===== src/tmcb_pkg.sv =====
// Package for the threshold / centroid / bounding box block.
// Widths, register indexes, payload structs and controller/datapath
// interface types. No dependencies.
`default_nettype none

package tmcb_pkg;

  localparam int MAX_DIM      = 4096;
  localparam int NUM_CHANNELS = 3;
  localparam int CH_W         = 8;
  localparam int POS_W        = $clog2(MAX_DIM);
  localparam int DIM_W        = POS_W + 1;
  localparam int CNT_W        = 2 * POS_W + 1;
  localparam int SUM_W        = CNT_W + POS_W - 1;
  localparam int DIV_STEPS    = POS_W;
  localparam int STEP_W       = $clog2(DIV_STEPS);
  localparam int NCH_W        = 2;

  localparam int CFG_IDX_W  = 2;
  localparam int CFG_DATA_W = DIM_W;

  localparam logic [CFG_IDX_W-1:0] CFG_THRESHOLD     = 2'd0;
  localparam logic [CFG_IDX_W-1:0] CFG_FRAME_WIDTH   = 2'd1;
  localparam logic [CFG_IDX_W-1:0] CFG_FRAME_HEIGHT  = 2'd2;
  localparam logic [CFG_IDX_W-1:0] CFG_CHANNELS_USED = 2'd3;

  localparam logic [CH_W-1:0]  THRESHOLD_RST     = 8'd128;
  localparam logic [DIM_W-1:0] FRAME_WIDTH_RST   = 13'd640;
  localparam logic [DIM_W-1:0] FRAME_HEIGHT_RST  = 13'd480;
  localparam logic [NCH_W-1:0] CHANNELS_USED_RST = 2'd1;

  typedef struct packed {
    logic [CH_W-1:0] chan_a;
    logic [CH_W-1:0] chan_b;
    logic [CH_W-1:0] chan_c;
  } in_pix_t;

  typedef struct packed {
    logic             mask_on;
    logic             frame_done;
    logic [POS_W-1:0] centre_x;
    logic [POS_W-1:0] centre_y;
    logic [POS_W-1:0] box_x;
    logic [POS_W-1:0] box_y;
    logic [POS_W-1:0] box_w;
    logic [POS_W-1:0] box_h;
  } out_res_t;

  typedef struct packed {
    logic pix_take;
    logic load_pix;
    logic div_init;
    logic div_step;
    logic load_sum;
  } ctl_cmd_t;

  typedef struct packed {
    logic frame_last;
  } dp_stat_t;

endpackage

`default_nettype wire


===== src/tmcb_datapath.sv =====
// Datapath: config registers, threshold test, raster position, accumulators,
// shared restoring divider for the centroid, and the result register.
// Depends on tmcb_pkg.
`default_nettype none

module tmcb_datapath
  import tmcb_pkg::*;
(
  input  wire logic                  clk,
  input  wire logic                  rst_n,
  input  wire logic                  cfg_wr,
  input  wire logic [CFG_IDX_W-1:0]  cfg_index,
  input  wire logic [CFG_DATA_W-1:0] cfg_data,
  input  wire in_pix_t               in_data,
  input  wire ctl_cmd_t              cmd,
  output dp_stat_t                   stat,
  output out_res_t                   out_data
);

  logic [CH_W-1:0]  threshold_r;
  logic [DIM_W-1:0] frame_width_r;
  logic [DIM_W-1:0] frame_height_r;
  logic [NCH_W-1:0] channels_used_r;

  logic [POS_W-1:0] col_pos_r, row_pos_r;
  logic [CNT_W-1:0] count_r;
  logic [SUM_W-1:0] sum_col_r, sum_row_r;
  logic [POS_W-1:0] min_col_r, max_col_r, min_row_r, max_row_r;
  logic             any_r;
  logic             mask_hold_r;

  logic [SUM_W-1:0] rem_x_r, rem_y_r, dvs_r;
  logic [POS_W-1:0] qx_r, qy_r;

  out_res_t         out_r;

  logic [DIM_W-1:0] w_eff, h_eff;
  logic             marked, row_end, last;
  logic [CNT_W-1:0] div_n;
  logic             ge_x, ge_y;
  out_res_t         pix_res;

  function automatic logic [DIM_W-1:0] eff_dim(input logic [DIM_W-1:0] v);
    logic [DIM_W-1:0] r;
    r = v;
    if (v == '0) begin
      r = DIM_W'(1);
    end else if (v > DIM_W'(MAX_DIM)) begin
      r = DIM_W'(MAX_DIM);
    end
    return r;
  endfunction

  always_comb begin
    w_eff   = eff_dim(frame_width_r);
    h_eff   = eff_dim(frame_height_r);
    marked  = ((channels_used_r >= NCH_W'(1)) && (in_data.chan_a >= threshold_r)) ||
              ((channels_used_r >= NCH_W'(2)) && (in_data.chan_b >= threshold_r)) ||
              ((channels_used_r >= NCH_W'(3)) && (in_data.chan_c >= threshold_r));
    row_end = {1'b0, col_pos_r} >= (w_eff - DIM_W'(1));
    last    = row_end && ({1'b0, row_pos_r} >= (h_eff - DIM_W'(1)));
    div_n   = (count_r == '0) ? CNT_W'(1) : count_r;
    ge_x    = rem_x_r >= dvs_r;
    ge_y    = rem_y_r >= dvs_r;
    pix_res         = '0;
    pix_res.mask_on = marked;
  end

  assign stat.frame_last = last;
  assign out_data        = out_r;

  // configuration
  always_ff @(posedge clk) begin
    if (!rst_n) begin
      threshold_r     <= THRESHOLD_RST;
      frame_width_r   <= FRAME_WIDTH_RST;
      frame_height_r  <= FRAME_HEIGHT_RST;
      channels_used_r <= CHANNELS_USED_RST;
    end else if (cfg_wr) begin
      unique case (cfg_index)
        CFG_THRESHOLD:     threshold_r     <= cfg_data[CH_W-1:0];
        CFG_FRAME_WIDTH:   frame_width_r   <= cfg_data;
        CFG_FRAME_HEIGHT:  frame_height_r  <= cfg_data;
        CFG_CHANNELS_USED: channels_used_r <= cfg_data[NCH_W-1:0];
        default: ;
      endcase
    end
  end

  // raster position and frame accumulators
  always_ff @(posedge clk) begin
    if (!rst_n || cmd.load_sum) begin
      col_pos_r <= '0;
      row_pos_r <= '0;
      count_r   <= '0;
      sum_col_r <= '0;
      sum_row_r <= '0;
      min_col_r <= '0;
      max_col_r <= '0;
      min_row_r <= '0;
      max_row_r <= '0;
      any_r     <= 1'b0;
    end else if (cmd.pix_take) begin
      if (marked) begin
        count_r   <= count_r + CNT_W'(1);
        sum_col_r <= sum_col_r + SUM_W'(col_pos_r);
        sum_row_r <= sum_row_r + SUM_W'(row_pos_r);
        any_r     <= 1'b1;
        if (!any_r) begin
          min_col_r <= col_pos_r;
          max_col_r <= col_pos_r;
          min_row_r <= row_pos_r;
          max_row_r <= row_pos_r;
        end else begin
          if (col_pos_r < min_col_r) min_col_r <= col_pos_r;
          if (col_pos_r > max_col_r) max_col_r <= col_pos_r;
          if (row_pos_r < min_row_r) min_row_r <= row_pos_r;
          if (row_pos_r > max_row_r) max_row_r <= row_pos_r;
        end
      end
      if (!last) begin
        if (row_end) begin
          col_pos_r <= '0;
          row_pos_r <= row_pos_r + POS_W'(1);
        end else begin
          col_pos_r <= col_pos_r + POS_W'(1);
        end
      end
    end
  end

  // restoring divider, one quotient bit per step, quotient known below 2^POS_W
  always_ff @(posedge clk) begin
    if (cmd.pix_take) begin
      mask_hold_r <= marked;
    end
    if (cmd.div_init) begin
      rem_x_r <= sum_col_r;
      rem_y_r <= sum_row_r;
      dvs_r   <= {div_n, {(POS_W-1){1'b0}}};
      qx_r    <= '0;
      qy_r    <= '0;
    end else if (cmd.div_step) begin
      if (ge_x) rem_x_r <= rem_x_r - dvs_r;
      if (ge_y) rem_y_r <= rem_y_r - dvs_r;
      qx_r  <= {qx_r[POS_W-2:0], ge_x};
      qy_r  <= {qy_r[POS_W-2:0], ge_y};
      dvs_r <= dvs_r >> 1;
    end
  end

  // result register
  always_ff @(posedge clk) begin
    if (cmd.load_pix) begin
      out_r            <= pix_res;
    end else if (cmd.load_sum) begin
      out_r.mask_on    <= mask_hold_r;
      out_r.frame_done <= 1'b1;
      out_r.centre_x   <= qx_r;
      out_r.centre_y   <= qy_r;
      out_r.box_x      <= any_r ? min_col_r : '0;
      out_r.box_y      <= any_r ? min_row_r : '0;
      out_r.box_w      <= any_r ? (max_col_r - min_col_r) : '0;
      out_r.box_h      <= any_r ? (max_row_r - min_row_r) : '0;
    end
  end

endmodule

`default_nettype wire


===== src/tmcb_ctrl.sv =====
// Controller: input/output handshakes, result valid flag and the sequence
// for the end-of-frame division. Depends on tmcb_pkg.
`default_nettype none

module tmcb_ctrl
  import tmcb_pkg::*;
(
  input  wire logic     clk,
  input  wire logic     rst_n,
  input  wire logic     in_valid,
  output logic          in_ready,
  output logic          out_valid,
  input  wire logic     out_ready,
  input  wire dp_stat_t stat,
  output ctl_cmd_t      cmd
);

  localparam logic [1:0] S_IDLE  = 2'd0;
  localparam logic [1:0] S_DINIT = 2'd1;
  localparam logic [1:0] S_DIV   = 2'd2;
  localparam logic [1:0] S_FIN   = 2'd3;

  logic [1:0]        state_r, state_nxt;
  logic [STEP_W-1:0] step_r, step_nxt;
  logic              out_valid_r, out_valid_nxt;
  logic              out_free, take;

  always_comb begin
    out_free      = !out_valid_r || out_ready;
    in_ready      = (state_r == S_IDLE) && out_free;
    take          = in_valid && in_ready;
    cmd           = '0;
    state_nxt     = state_r;
    step_nxt      = step_r;
    out_valid_nxt = out_valid_r && !out_ready;
    unique case (state_r)
      S_IDLE: begin
        if (take) begin
          cmd.pix_take = 1'b1;
          if (stat.frame_last) begin
            state_nxt = S_DINIT;
          end else begin
            cmd.load_pix  = 1'b1;
            out_valid_nxt = 1'b1;
          end
        end
      end
      S_DINIT: begin
        cmd.div_init = 1'b1;
        step_nxt     = '0;
        state_nxt    = S_DIV;
      end
      S_DIV: begin
        cmd.div_step = 1'b1;
        step_nxt     = step_r + STEP_W'(1);
        if (step_r == STEP_W'(DIV_STEPS - 1)) begin
          state_nxt = S_FIN;
        end
      end
      S_FIN: begin
        if (out_free) begin
          cmd.load_sum  = 1'b1;
          out_valid_nxt = 1'b1;
          state_nxt     = S_IDLE;
        end
      end
      default: state_nxt = S_IDLE;
    endcase
  end

  assign out_valid = out_valid_r;

  always_ff @(posedge clk) begin
    if (!rst_n) begin
      state_r     <= S_IDLE;
      step_r      <= '0;
      out_valid_r <= 1'b0;
    end else begin
      state_r     <= state_nxt;
      step_r      <= step_nxt;
      out_valid_r <= out_valid_nxt;
    end
  end

endmodule

`default_nettype wire


===== src/threshold_mask_centroid_bbox_unit.sv =====
// Threshold mask with per-frame centroid and bounding box.
// Pixels enter on in_valid/in_ready as in_data (chan_a..chan_c) in raster
// order; each transfer yields one result on out_valid/out_ready as out_data.
// A pixel is marked when any tested channel is at or above threshold.
// Ordinary pixels: result is registered in the cycle after the input transfer,
// and a new pixel is taken every cycle while the receiver keeps up.
// Last pixel of a frame: the centroid comes from a shared restoring divider
// that produces one quotient bit per cycle for X and Y together; the
// result (frame_done = 1, centroid and box) follows the accumulate, the
// divider load, 12 divide steps and the result load, which waits for the
// receiver to be free; in_ready is low until the result is loaded.
// Configuration: cfg_valid/cfg_ready with cfg_index and cfg_data, always
// ready; write only while idle. Index 0 threshold, 1 frame_width,
// 2 frame_height, 3 channels_used.
// Reset (synchronous, rst_n low) restores register defaults (128, 640, 480,
// 1) and clears position and accumulators. If the receiver stalls the result
// register holds and in_ready drops until the result transfers.
// Depends on tmcb_pkg, tmcb_ctrl, tmcb_datapath.
`default_nettype none

module threshold_mask_centroid_bbox_unit
  import tmcb_pkg::*;
(
  input  wire logic                  clk,
  input  wire logic                  rst_n,
  input  wire logic                  in_valid,
  output logic                       in_ready,
  input  wire in_pix_t               in_data,
  output logic                       out_valid,
  input  wire logic                  out_ready,
  output out_res_t                   out_data,
  input  wire logic                  cfg_valid,
  output logic                       cfg_ready,
  input  wire logic [CFG_IDX_W-1:0]  cfg_index,
  input  wire logic [CFG_DATA_W-1:0] cfg_data
);

  ctl_cmd_t cmd;
  dp_stat_t stat;

  assign cfg_ready = 1'b1;

  tmcb_ctrl u_ctrl (
    .clk       (clk),
    .rst_n     (rst_n),
    .in_valid  (in_valid),
    .in_ready  (in_ready),
    .out_valid (out_valid),
    .out_ready (out_ready),
    .stat      (stat),
    .cmd       (cmd)
  );

  tmcb_datapath u_dp (
    .clk       (clk),
    .rst_n     (rst_n),
    .cfg_wr    (cfg_valid && cfg_ready),
    .cfg_index (cfg_index),
    .cfg_data  (cfg_data),
    .in_data   (in_data),
    .cmd       (cmd),
    .stat      (stat),
    .out_data  (out_data)
  );

  // end-of-frame pixel blocks input while the divider runs
  a_last_blocks: assert property (@(posedge clk) disable iff (!rst_n)
    (in_valid && in_ready && stat.frame_last) |=> !in_ready)
    else $error("input taken during centroid division");

  // summary fields are zero on ordinary pixels
  a_summary_zero: assert property (@(posedge clk) disable iff (!rst_n)
    (out_valid && !out_data.frame_done) |->
      (out_data.centre_x == '0 && out_data.centre_y == '0 &&
       out_data.box_x == '0 && out_data.box_y == '0 &&
       out_data.box_w == '0 && out_data.box_h == '0))
    else $error("summary fields set off frame end");

  // an ordinary pixel transfer produces a result the next cycle
  a_pix_result: assert property (@(posedge clk) disable iff (!rst_n)
    (in_valid && in_ready && !stat.frame_last) |=>
      (out_valid && !out_data.frame_done))
    else $error("missing pixel result");

endmodule

`default_nettype wire


===== config.mk =====
export PLATFORM = sky130hd
export DESIGN_NAME = threshold_mask_centroid_bbox_unit
export DESIGN_NICKNAME = d
export VERILOG_FILES = /design/src/tmcb_pkg.sv /design/src/tmcb_datapath.sv /design/src/tmcb_ctrl.sv /design/src/threshold_mask_centroid_bbox_unit.sv
export SDC_FILE = /design/constraint.sdc
export NUM_CORES = 1
export LEC_CHECK = 0
export BUFFER_PORTS_ARGS = -buffer_cell sky130_fd_sc_hd__buf_2
export CAP_MARGIN = 30
export CORE_MARGIN = 10
export CORE_UTILIZATION = 55
export CTS_CLUSTER_SIZE = 25
export DETAILED_ROUTE_END_ITERATION = 8
export PLACE_DENSITY_LB_ADDON = 0.15
export SYNTH_ARGS = -nofsm -noshare
export SYNTH_HDL_FRONTEND = slang
export SYNTH_SLANG_ARGS = --single-unit

===== constraint.sdc =====
create_clock -name clk -period 6.2 [get_ports clk]
set_input_delay 0.31 -clock clk [delete_from_list [all_inputs] [get_ports clk]]
set_output_delay 0.31 -clock clk [all_outputs]
set_load 0.02 [all_outputs]

==> impl_metrics.py <==
metrics = {
    "sta": {
        "hold_slack_ns": 0.0337,
        "fin_worst_skew_ns": 0.0342,
        "slew_headroom": 0.330,
        "setup_viol": 0,
        "finalMaxSlewViolations": 0,
        "worst_pin_slew_ns": 0.999,
        "timing.final.hold_violations": 0,
        "min_period_over_period": 0.791,
        "min_period_ns": 4.90,
        "rsz_0062_raised_after_global_routing": "no",
        "timing.setup.tns_ns": 0,
        "fmaxAchievable_mhz": 204,
    },
    "power": {
        "leakage_dissipation_nw": 11.1,
        "p_seq_frac": 0.389,
        "power-per-cell-area_mw_per_mm2": 282,
        "reported_net_switching_power_mw": 2.46,
        "power_switching_share": 0.310,
        "max-vdd-ir-drop_uv": 296,
        "clockPowerShare": 0.375,
        "pwr-share-comb": 0.236,
        "power.internal_mw": 5.48,
    },
    "final_layout": {
        "syn_to_final_growth_pct": 12.1,
        "final_cell_mix": "sky130_fd_sc_hd__nand2_1, sky130_fd_sc_hd__dfxtp_1, sky130_fd_sc_hd__nor2_1",
        "multi_input_comb_area_mm2": 0.0147,
        "layout.filler_cells": 3972,
        "register_area_mm2": 0.00940,
        "final_util": 0.622,
        "most_common_library_cell_in_the_layout_ignoring_fill_and_taps": "sky130_fd_sc_hd__nand2_1",
        "antenna-diode-count": 0,
        "final_cell_count_no_fill": 3651,
        "num-nets-final": 3287,
        "postLayoutCellArea_mm2": 0.0281,
        "final_layout_size_suffix_gt1_frac": 0.0888,
    },
    "global_route": {
        "global_route.usage.met3": 0.0413,
        "global_route.usage.met2": 0.413,
        "grt_pass1_wl_mm": 110,
        "grt_start_max_net_pins": 150,
        "initial_antenna_violation_count": 0,
        "grtUsageMet1": 0.319,
        "top_usage_layer": "met2",
        "grt_pass1_vias": 21300,
        "grt.total_usage": 0.247,
        "overall_overflow_remaining_after_global_route": 0,
    },
    "synthesis": {
        "synth-warning-count": 0,
        "synth_flop_cell": "sky130_fd_sc_hd__dfxtp_1",
        "number_of_flops_mapped_to_enable_cells_by_yosys": 99,
        "synth_seq_area_share": 0.375,
        "avgSynthCellArea_um2": 8.56,
        "mappedNetlistNets": 3203,
        "ys_async_sr_fraction": 0,
        "post_synthesis_sequential_element_count": 420,
        "ys_types": 84,
        "syn_area_mm2": 0.0251,
        "syn-instance-count": 2930,
    },
    "placed_design": {
        "hpwl_mm": 49.8,
        "dp_cells": 3552,
        "placed_cell_area_mm2": 0.0263,
        "portBuffers": 119,
        "globalplace.congestion": 0.922,
    },
    "route": {
        "drt_first_iter_violations": 1608,
        "antenna_left": 0,
        "via_per_inst": 5.93,
        "drt_pre_antenna_iters": 7,
        "drt-total-wl_mm": 68.2,
        "route.vias.total": 21700,
        "routedWlPerCell_um": 18.7,
        "post_route_drc_violation_count": 0,
    },
    "clocking": {
        "post_cts_buffers": 0,
        "htree_levels": 2,
        "cts_hold_repair.buffers": 12,
        "clkSinkCount": 420,
        "cts.repair.resized": 0,
        "max-clock-path-buffers": 3,
        "clock_insertion_delay_worst_skew_ns": 0.60,
        "cts_inserted_buffers": 48,
        "clock_tree.root_cell": "sky130_fd_sc_hd__clkbuf_16",
        "tritoncts": "built",
        "clkSlewWorstSetupHoldPaths_ns": 0.06,
    },
    "setup_path": {
        "worstPathRequired_ns": 6.72,
        "register_to_register_setup_slack_ns": 1.30,
        "timing.critical_path.from_type": "register",
        "crit_arrival_ns": 5.43,
        "kind_of_end_point_of_the_critical_path": "register",
        "timing.setup.critical_path_class": "reg2reg",
        "crit_path_max_fanout": 26,
    },
    "run_status": {
        "status": "completed",
    },
    "job": {
        "max_cap_viol_count": 0,
    },
    "die": {
        "dieArea_mm2": 0.0545,
        "num_rows": 78,
        "ios": 121,
        "placeableCoreArea_mm2": 0.0452,
        "fp.dieW_um": 234,
        "fp.dieH_um": 234,
        "start_util": 0.555,
    },
    "hold_path": {
        "min-delay-path-class": "in2reg",
    },
}
==> registers in the layout, summed over array words and instances (netlist names), 13 cells and up <==
name and flops:
u_dp.dvs_r 36, u_dp.sum_row_r 36, u_dp.count_r 25, u_dp.frame_width_r 13
u_dp.sum_col_r 36, u_dp.frame_height_r 13, u_dp.rem_y_r 36, u_dp.out_data 74
u_dp.rem_x_r 36
==> through the flow <==
step / total power, mW / worst slack, ns
2_1_floorplan: 4.46 / 0.831
5_1_grt: 8.30 / 0.591
4_1_cts: 7.96 / 1.26
3_5_place_dp: 4.98 / 1.28
6_report: 7.94 / 1.30
3_3_place_gp: 4.93 / 1.40
==> cells in the mapped netlist (37+ instances only) <==
cell type,n,area [um^2]
sky130_fd_sc_hd__nand2_1,424,1590
sky130_fd_sc_hd__dfxtp_1,321,6430
sky130_fd_sc_hd__nor2_1,244,916
sky130_fd_sc_hd__ha_1,223,2790
sky130_fd_sc_hd__o21ai_0,187,936
sky130_fd_sc_hd__a21oi_1,182,911
sky130_fd_sc_hd__inv_1,153,574
sky130_fd_sc_hd__mux2i_1,102,1020
sky130_fd_sc_hd__clkbuf_1,101,379
sky130_fd_sc_hd__edfxtp_1,99,2970
sky130_fd_sc_hd__xnor2_1,86,753
sky130_fd_sc_hd__a21o_1,68,510
sky130_fd_sc_hd__nand3_1,67,335
sky130_fd_sc_hd__xor2_1,61,534
sky130_fd_sc_hd__nand2b_1,44,275
sky130_fd_sc_hd__nand4_1,37,231
==> power groups by stage <==
stage / combinational [mW] / clock, mW / sequential [mW]
2_1_floorplan: 1.34 / 0 / 3.12
5_1_grt: 2.08 / 3.12 / 3.10
6_report: 1.87 / 2.97 / 3.09
3_5_place_dp: 1.84 / 0 / 3.15
3_3_place_gp: 1.79 / 0 / 3.14
4_1_cts: 1.86 / 3.02 / 3.09
==> final timing paths <==
| path | from | end | cells past startpoint |
|---|---|---|---|
| max | u_dp.frame_height_r[5] | u_dp.out_data[8] | 18 |
| min reg2reg | u_dp.out_data[21] | u_dp.out_data[21] | 2 |
| max reg2reg | u_dp.frame_height_r[5] | u_dp.out_data[8] | 18 |
| min | cfg_data[6] | u_dp.frame_width_r[6] | 3 |
==> logic make-up (layout without fill, tap and decap cells) <==
logic type	after synthesis	in the layout	synth area share
other	1	1	0.000150
flip-flops	420	420	0.375
adder cells (fa/ha/maj)	229	229	0.116
buffers and inverters	281	402	0.0425
XOR/XNOR	147	147	0.0513
AND/OR/NAND/NOR	1059	1059	0.199
AO/OA/AOI/OAI	688	688	0.174
multiplexers	105	105	0.0421
==> critical path, cell delays in order, from the launching register on <==
cell and delay (ns):
sky130_fd_sc_hd__dfxtp_1 0.37, sky130_fd_sc_hd__or3_1 0.41, sky130_fd_sc_hd__or3_1 0.36, sky130_fd_sc_hd__or3_1 0.37, sky130_fd_sc_hd__nor2_1 0.19, sky130_fd_sc_hd__o21ai_0 0.16
sky130_fd_sc_hd__ha_1 0.27, sky130_fd_sc_hd__o21ai_1 0.27, sky130_fd_sc_hd__o31a_1 0.18, sky130_fd_sc_hd__o21ai_0 0.07, sky130_fd_sc_hd__ha_1 0.30, sky130_fd_sc_hd__a2111o_1 0.15
sky130_fd_sc_hd__o21ai_0 0.07, sky130_fd_sc_hd__nor3_1 0.43, sky130_fd_sc_hd__a31oi_4 0.20, sky130_fd_sc_hd__nor2_4 0.50, sky130_fd_sc_hd__buf_4 0.36, sky130_fd_sc_hd__nand2_1 0.08
sky130_fd_sc_hd__o21ai_0 0.07
==> metal layers <==
metal  part of all wire  vias up  wire length [um]
met5                  0        -                 0
met4              0.026        0              1780
met3              0.063      113              4300
met2               0.47      594             32300
met1               0.44    10400             29800
li1                   -    10600                 -
==> final cells by class <==
type,count,share of cell area
Inverter,155,0.0207
Multi-Input combinational cell,2229,0.523
Clock inverter,21,0.00819
Sequential cell,420,0.334
Clock buffer,66,0.0510
Timing Repair Buffer,160,0.0357
Tap cell,600,0.0267
Note: power is estimated with default switching activity, not from simulation.
